<file path="src/hw/rtl/tfc_pkg.sv">
// Shared types and constants for the TEA-family Feistel cipher engine.
package tfc_pkg;

    localparam int WORD_W   = 32;
    localparam int BLOCK_W  = 64;
    localparam int KEY_N    = 16;
    localparam int KEY_AW   = 4;
    localparam int CONST_N  = 64;
    localparam int CONST_AW = 6;
    localparam int OP_W     = 2;
    localparam int RC_W     = 6;

    localparam logic [OP_W-1:0] OP_ENCRYPT    = 2'd0;
    localparam logic [OP_W-1:0] OP_DECRYPT    = 2'd1;
    localparam logic [OP_W-1:0] OP_LOAD_KEY   = 2'd2;
    localparam logic [OP_W-1:0] OP_LOAD_CONST = 2'd3;

    localparam logic [RC_W-1:0] ROUND_COUNT_RESET = 6'd29;

    typedef logic [WORD_W-1:0] t_word;

    typedef struct packed {
        logic                en;
        logic [KEY_AW-1:0]   addr;
        t_word               data;
    } t_key_wr;

    typedef struct packed {
        logic subtract;
    } t_round_ctl;

endpackage

</file>
<file path="src/hw/rtl/tfc_ram.sv">
// Generic single-write, single-read RAM with registered read data.
module tfc_ram #(
    parameter int WIDTH = 32,
    parameter int DEPTH = 64
) (
    input  logic                     i_clk,
    input  logic                     i_wr_en,
    input  logic [$clog2(DEPTH)-1:0] i_wr_addr,
    input  logic [WIDTH-1:0]         i_wr_data,
    input  logic [$clog2(DEPTH)-1:0] i_rd_addr,
    output logic [WIDTH-1:0]         o_rd_data
);

    logic [WIDTH-1:0] r_mem [DEPTH];
    logic [WIDTH-1:0] r_rd_data;

    always_ff @(posedge i_clk) begin
        if (i_wr_en) begin
            r_mem[i_wr_addr] <= i_wr_data;
        end
        r_rd_data <= r_mem[i_rd_addr];
    end

    assign o_rd_data = r_rd_data;

endmodule

</file>
<file path="src/hw/rtl/tfc_round_unit.sv">
// Key word store and the shared half-round mix, add and subtract unit.
module tfc_round_unit
    import tfc_pkg::*;
(
    input  logic       i_clk,
    input  t_key_wr    i_key_wr,
    input  t_round_ctl i_ctl,
    input  t_word      i_src,
    input  t_word      i_tgt,
    input  t_word      i_const,
    output t_word      o_result
);

    t_word r_key [KEY_N];
    t_word w_sum;
    t_word w_fold;
    t_word w_mix;

    always_ff @(posedge i_clk) begin
        if (i_key_wr.en) begin
            r_key[i_key_wr.addr] <= i_key_wr.data;
        end
    end

    always_comb begin
        w_sum  = i_const + r_key[i_src[KEY_AW-1:0]];
        w_fold = i_src + ((i_src >> 5) ^ (i_src << 4));
        w_mix  = w_sum ^ w_fold;
        if (i_ctl.subtract) begin
            o_result = i_tgt - w_mix;
        end else begin
            o_result = i_tgt + w_mix;
        end
    end

endmodule

</file>
<file path="src/hw/rtl/tea_family_feistel_cipher_top.sv">
// Top level of the TEA-family Feistel cipher engine: sequencer, round constant RAM, output register.
//
//   channel  | handshake                | payload
//   ---------+--------------------------+--------------------------------------
//   input    | i_valid / o_ready        | i_operation, i_index, i_data
//   output   | o_valid / i_ready        | o_block_out
//   config   | i_cfg_valid / o_cfg_ready| i_cfg_data (round count)
//
// A cipher item goes through S_PREP for the constant RAM read, S_RUN for 2*N half-rounds
// at one half-round per cycle through the shared round unit, N the round count capped at
// MAX_ROUNDS, and S_FIN to load the output; with N of zero, straight to S_FIN. Load items
// complete on acceptance. Reset is synchronous and active low; the key and constant
// stores are not cleared. A result held on a stalled output blocks the next cipher item
// from finishing; o_ready stays low from acceptance until the result is loaded.
module tea_family_feistel_cipher_top
    import tfc_pkg::*;
#(
    parameter int MAX_ROUNDS = 32
) (
    input  logic                i_clk,
    input  logic                i_rst_n,
    input  logic                i_valid,
    output logic                o_ready,
    input  logic [OP_W-1:0]     i_operation,
    input  logic [CONST_AW-1:0] i_index,
    input  logic [BLOCK_W-1:0]  i_data,
    output logic                o_valid,
    input  logic                i_ready,
    output logic [BLOCK_W-1:0]  o_block_out,
    input  logic                i_cfg_valid,
    output logic                o_cfg_ready,
    input  logic [RC_W-1:0]     i_cfg_data
);

    localparam int NMAX   = (MAX_ROUNDS < 63) ? MAX_ROUNDS : 63;
    localparam int STEP_W = $clog2(2 * NMAX + 1);

    typedef enum logic [1:0] {
        S_IDLE,
        S_PREP,
        S_RUN,
        S_FIN
    } t_state;

    t_state                r_state, n_state;
    t_word                 r_hi, n_hi;
    t_word                 r_lo, n_lo;
    logic                  r_dec, n_dec;
    logic                  r_phase, n_phase;
    logic [STEP_W-1:0]     r_left, n_left;
    logic [CONST_AW-1:0]   r_caddr, n_caddr;
    logic                  r_out_valid, n_out_valid;
    logic [BLOCK_W-1:0]    r_block, n_block;
    logic [RC_W-1:0]       r_round_count;

    logic                  w_accept;
    logic                  w_cipher;
    logic [RC_W:0]         w_rounds;
    logic [RC_W+1:0]       w_halves;
    logic [CONST_AW-1:0]   w_dec_first;
    logic                  w_upd_hi;
    t_word                 w_const;
    t_word                 w_src;
    t_word                 w_tgt;
    t_word                 w_result;
    t_key_wr               w_key_wr;
    t_round_ctl            w_ctl;

    assign o_ready     = (r_state == S_IDLE);
    assign o_cfg_ready = 1'b1;
    assign o_valid     = r_out_valid;
    assign o_block_out = r_block;

    assign w_accept = i_valid && o_ready;
    assign w_cipher = (i_operation == OP_ENCRYPT) || (i_operation == OP_DECRYPT);

    always_comb begin
        w_rounds = {1'b0, r_round_count};
        if (w_rounds > (RC_W + 1)'(MAX_ROUNDS)) begin
            w_rounds = (RC_W + 1)'(MAX_ROUNDS);
        end
        w_halves    = {w_rounds, 1'b0};
        w_dec_first = w_halves[CONST_AW-1:0] - CONST_AW'(1);
    end

    assign w_key_wr.en   = w_accept && (i_operation == OP_LOAD_KEY);
    assign w_key_wr.addr = i_index[KEY_AW-1:0];
    assign w_key_wr.data = i_data[WORD_W-1:0];

    assign w_upd_hi     = ~(r_phase ^ r_dec);
    assign w_src        = w_upd_hi ? r_lo : r_hi;
    assign w_tgt        = w_upd_hi ? r_hi : r_lo;
    assign w_ctl.subtract = r_dec;

    tfc_ram #(
        .WIDTH (WORD_W),
        .DEPTH (CONST_N)
    ) u_const_ram (
        .i_clk     (i_clk),
        .i_wr_en   (w_accept && (i_operation == OP_LOAD_CONST)),
        .i_wr_addr (i_index),
        .i_wr_data (i_data[WORD_W-1:0]),
        .i_rd_addr (r_caddr),
        .o_rd_data (w_const)
    );

    tfc_round_unit u_round (
        .i_clk    (i_clk),
        .i_key_wr (w_key_wr),
        .i_ctl    (w_ctl),
        .i_src    (w_src),
        .i_tgt    (w_tgt),
        .i_const  (w_const),
        .o_result (w_result)
    );

    always_comb begin
        n_state     = r_state;
        n_hi        = r_hi;
        n_lo        = r_lo;
        n_dec       = r_dec;
        n_phase     = r_phase;
        n_left      = r_left;
        n_caddr     = r_caddr;
        n_block     = r_block;
        n_out_valid = r_out_valid;

        if (r_out_valid && i_ready) begin
            n_out_valid = 1'b0;
        end

        unique case (r_state)
            S_IDLE: begin
                if (w_accept && w_cipher) begin
                    n_dec   = (i_operation == OP_DECRYPT);
                    n_phase = 1'b0;
                    n_left  = STEP_W'(w_halves);
                    if (i_operation == OP_DECRYPT) begin
                        n_hi    = i_data[WORD_W-1:0];
                        n_lo    = i_data[BLOCK_W-1:WORD_W];
                        n_caddr = w_dec_first;
                    end else begin
                        n_hi    = i_data[BLOCK_W-1:WORD_W];
                        n_lo    = i_data[WORD_W-1:0];
                        n_caddr = '0;
                    end
                    n_state = (w_halves == '0) ? S_FIN : S_PREP;
                end
            end
            S_PREP: begin
                n_caddr = r_dec ? r_caddr - CONST_AW'(1) : r_caddr + CONST_AW'(1);
                n_state = S_RUN;
            end
            S_RUN: begin
                if (w_upd_hi) begin
                    n_hi = w_result;
                end else begin
                    n_lo = w_result;
                end
                n_phase = ~r_phase;
                n_left  = r_left - STEP_W'(1);
                n_caddr = r_dec ? r_caddr - CONST_AW'(1) : r_caddr + CONST_AW'(1);
                if (r_left == STEP_W'(1)) begin
                    n_state = S_FIN;
                end
            end
            S_FIN: begin
                if (!r_out_valid || i_ready) begin
                    n_block     = r_dec ? {r_hi, r_lo} : {r_lo, r_hi};
                    n_out_valid = 1'b1;
                    n_state     = S_IDLE;
                end
            end
            default: begin
                n_state = S_IDLE;
            end
        endcase
    end

    always_ff @(posedge i_clk) begin
        if (!i_rst_n) begin
            r_state       <= S_IDLE;
            r_out_valid   <= 1'b0;
            r_round_count <= ROUND_COUNT_RESET;
        end else begin
            r_state     <= n_state;
            r_out_valid <= n_out_valid;
            if (i_cfg_valid && o_cfg_ready) begin
                r_round_count <= i_cfg_data;
            end
        end
        r_hi    <= n_hi;
        r_lo    <= n_lo;
        r_dec   <= n_dec;
        r_phase <= n_phase;
        r_left  <= n_left;
        r_caddr <= n_caddr;
        r_block <= n_block;
    end

endmodule
</file>
<file path="config.mk">
export PLATFORM = sky130hd
export DESIGN_NAME = tea_family_feistel_cipher_top
export DESIGN_NICKNAME = d
export VERILOG_FILES = /design/src/hw/rtl/tfc_pkg.sv /design/src/hw/rtl/tfc_ram.sv /design/src/hw/rtl/tfc_round_unit.sv /design/src/hw/rtl/tea_family_feistel_cipher_top.sv
export SDC_FILE = /design/constraint.sdc
export NUM_CORES = 2
export LEC_CHECK = 0
export BUFFER_PORTS_ARGS = -buffer_cell sky130_fd_sc_hd__buf_4
export CORE_UTILIZATION = 61
export DETAILED_ROUTE_END_ITERATION = 8
export PLACE_DENSITY = 0.8
export SLEW_MARGIN = 15
export SYNTH_ARGS = -nofsm -noshare
export SYNTH_HDL_FRONTEND = slang
export SYNTH_SLANG_ARGS = --single-unit
</file>
<file path="constraint.sdc">
create_clock -name i_clk -period 8.5 [get_ports i_clk]
set_input_delay 1.275 -clock i_clk [delete_from_list [all_inputs] [get_ports i_clk]]
set_output_delay 1.275 -clock i_clk [all_outputs]
set_load 0.1 [all_outputs]
</file>
==> flow_metrics.py <==
metrics = {
    "timing": {
        "tns_ps": 0,
        "fin_crit_sh_pct": 96.0,
        "final-setup-viol-count": 0,
        "slew_violations": 0,
        "hold_viol": 0,
        "worst_slew_pin_slew_ps": 1240,
        "fin_ws_ps": 338,
        "period_minus_slack_ps": 8160,
        "slew_headroom_pct": 14.8,
        "fmax_mhz": 123,
        "fin_worst_skew_ps": 51.3,
        "rsz0062_at_grt": "false",
    },
    "clock_network": {
        "cts_setup_buffers": 0,
        "cts_tree": "done",
        "clock_path_buffers": 4,
        "cts_hold_buffers": 0,
        "clk_latency_ps": 950,
        "root_buffer": "clkbuf_16",
        "clk_pin_slew_ps": 60,
        "htreeDepth": 5,
        "cts.sinks": 2744,
        "cts_buffers": 287,
    },
    "synthesis": {
        "yosysTopAreaCell": "edfxtp_1",
        "synth_compound_area_share_pct": 2.66,
        "synth_fa_ha_area_share_pct": 1.27,
        "syn_nets": 5694,
        "synth_top_family_by_area": "multiplexers",
        "post_synth.cell_area_avg_um2": 20.4,
        "yosys_warnings": 0,
        "synth-seq-cells": 2744,
        "syn_area_um2": 112000,
        "synth.area.top_cells": "edfxtp_1 (72%), mux4_2 (16%), ha_1 (1.2%)",
        "synth_mux_area_share_pct": 17.6,
        "synth_edf_count": 2703,
        "ys_seq_area_share_pct": 73.1,
        "postSynth.asyncResetShare_pct": 0,
        "synth_xor_xnor_area_share_pct": 1.24,
        "postSynthCellCount": 5500,
        "synth_ff_type": "edfxtp_1",
        "synth_cell_type_count": 87,
        "synth-simple-area-share_pct": 3.02,
        "synth_top_area_share_pct": 72.4,
    },
    "power": {
        "peakVddDrop_mv": 0.689,
        "finalPower_uw": 54200,
        "power-per-cell-area_nw_per_um2": 428,
        "p_leak_uw": 0.0407,
    },
    "floorplanning": {
        "core_um2": 182000,
        "dieArea_um2": 186000,
        "floorplan.rows": 156,
        "start_util_pct": 61.7,
        "io_pins": 150,
        "die_x_um": 431,
        "die_h_um": 431,
    },
    "place": {
        "io_buffers": 148,
        "gp_congestion": 0.946,
        "pre_cts_ws_ps": 212,
        "hpwl_um": 164000,
    },
    "global_route": {
        "antenna_found_initial": 31,
        "grt_max_degree": 113,
        "grt_util_met3_pct": 9.17,
        "grt_usage_pct": 35.7,
        "gr-total-overflow": 0,
        "met1_usage_pct": 45.3,
        "grt_pass1_wl_um": 460000,
        "met2_usage_pct": 56.5,
        "grt-busiest-layer": "met2",
        "grt_pass1_vias": 61600,
    },
    "finish": {
        "fin_nets": 6047,
        "final_common_cell": "edfxtp_1",
        "final-seq-area_um2": 82000,
        "fillers": 10100,
        "final_cell_mix": "edfxtp_1 (2703), mux4_2 (789), nand2_1 (332)",
        "multi_input_area_um2": 29700,
        "area_growth_pct": 12.8,
        "drive_gt1_share_pct": 28.7,
    },
    "route": {
        "viasPerCell": 7.30,
        "drt_iter0_markers": 9974,
        "drc": 0,
        "firstDrtPassIters": 7,
        "wire_per_inst_um": 38.6,
        "postRouteAntennaNets": 0,
        "vias": 62100,
        "drt-total-wl_um": 329000,
    },
    "hold_path": {
        "min_path_type": "reg2reg",
    },
    "worst_setup_path": {
        "cp.required_ps": 9190,
        "start_kind": "flop",
        "worst-setup-path-type": "reg2reg",
        "max_stage_delay_ps": 530,
        "crit_top_cell": "a21oi_1",
        "cp_max_fo": 30,
        "slowest_stage": "xnor3_1",
        "cp.arrival_ps": 8850,
        "end_kind": "flop",
    },
    "job": {
        "max-cap-violations": 0,
    },
    "run_status": {
        "outcome": "finished clean",
    },
}
==> sequential cells by signal, summed over array words and instances, names as in the netlist <==
signal,count
u_const_ram.o_rd_data,32
u_const_ram.r_mem,2048
o_valid,1
r_left,7
o_block_out,64
r_phase,1
r_lo,32
r_dec,1
r_caddr,6
r_state,2
u_round.r_key,512
r_hi,32
r_round_count,6
==> kinds of logic (layout without fill, tap and decap cells) <==
kind of cell,Yosys count,count (layout)
and+or+nand+nor,738,738
buffers and inverters,322,868
xor gates and xnor gates,152,152
muxes,970,970
AOI/OAI and AO/OA,462,462
DFF,2744,2744
other,1,14
adders and majority gates,111,111
==> per-stage QoR <==
stage               util (%)  std cells  cell area (um2)  hold slack, ps
finish                  69.6       8508           127000             517
global route            69.6       8503           127000             547
CTS                     69.6       8495           126000             515
detailed placement      64.7       8013           118000             504
global placement        64.7       8013           118000             489
floorplan                  -       5500           112000             466
==> critical path: cells and delay by family, from the launching register on <==
family / cells / cell delay (ps)
muxes: 3 / 980
buffers and inverters: 4 / 740
and+or+nand+nor: 7 / 1530
AOI/OAI and AO/OA: 12 / 2510
xor gates and xnor gates: 3 / 910
adders and majority gates: 2 / 730
DFF: 1 / 470
==> cells in the mapped netlist, types with 62 or more instances <==
| library cell | instances |
|---|---|
| ha_1 | 107 |
| mux2_2 | 117 |
| mux2i_1 | 62 |
| clkbuf_1 | 169 |
| mux4_2 | 789 |
| nor2_1 | 182 |
| o21ai_0 | 73 |
| xnor2_1 | 98 |
| a21oi_1 | 119 |
| buf_1 | 85 |
| edfxtp_1 | 2703 |
| a31oi_1 | 80 |
| nand2_1 | 332 |
==> final cells by class <==
class	count	area share (%)
flip-flops and latches	2744	64.8
clock inverters	132	0.999
inverters	60	0.184
multi-input cells	2434	23.5
repair buffers	326	2.12
well taps	2449	2.42
diodes	13	0.0257
clock buffers	350	5.99
==> layer usage <==
| layer | wire length [um] | vias up |
|---|---|---|
| met4 | 21700 | 20 |
| met5 | 161 | - |
| met1 | 108000 | 31900 |
| li1 | - | 23500 |
| met3 | 40200 | 1160 |
| met2 | 158000 | 5547 |
==> final timing paths <==
check | start | to | slack, ps | depth (start not counted)
max reg2reg | r_dec$_DFFE_PP_ | r_hi[30]$_DFFE_PP_ | 340 | 31
min | r_state[1]$_SDFFE_PN0P_ | r_state[1]$_SDFFE_PN0P_ | 520 | 2
max | r_dec$_DFFE_PP_ | r_hi[30]$_DFFE_PP_ | 340 | 31
min reg2reg | r_state[1]$_SDFFE_PN0P_ | r_state[1]$_SDFFE_PN0P_ | 520 | 2
==> where the power goes <==
group | leakage [uW] | internal (uW) | switching [uW]
Clock | 0.00432 | 7070 | 5240
Combinational | 0.0117 | 10800 | 15300
Sequential | 0.0247 | 15400 | 387
==> repair_timing <==
action	CTS	global route
resized for setup	0	18
hold endpoints to repair	0	0
endpoints found under the setup margin	0	20
No activity file was read; power rests on OpenSTA's default activity.
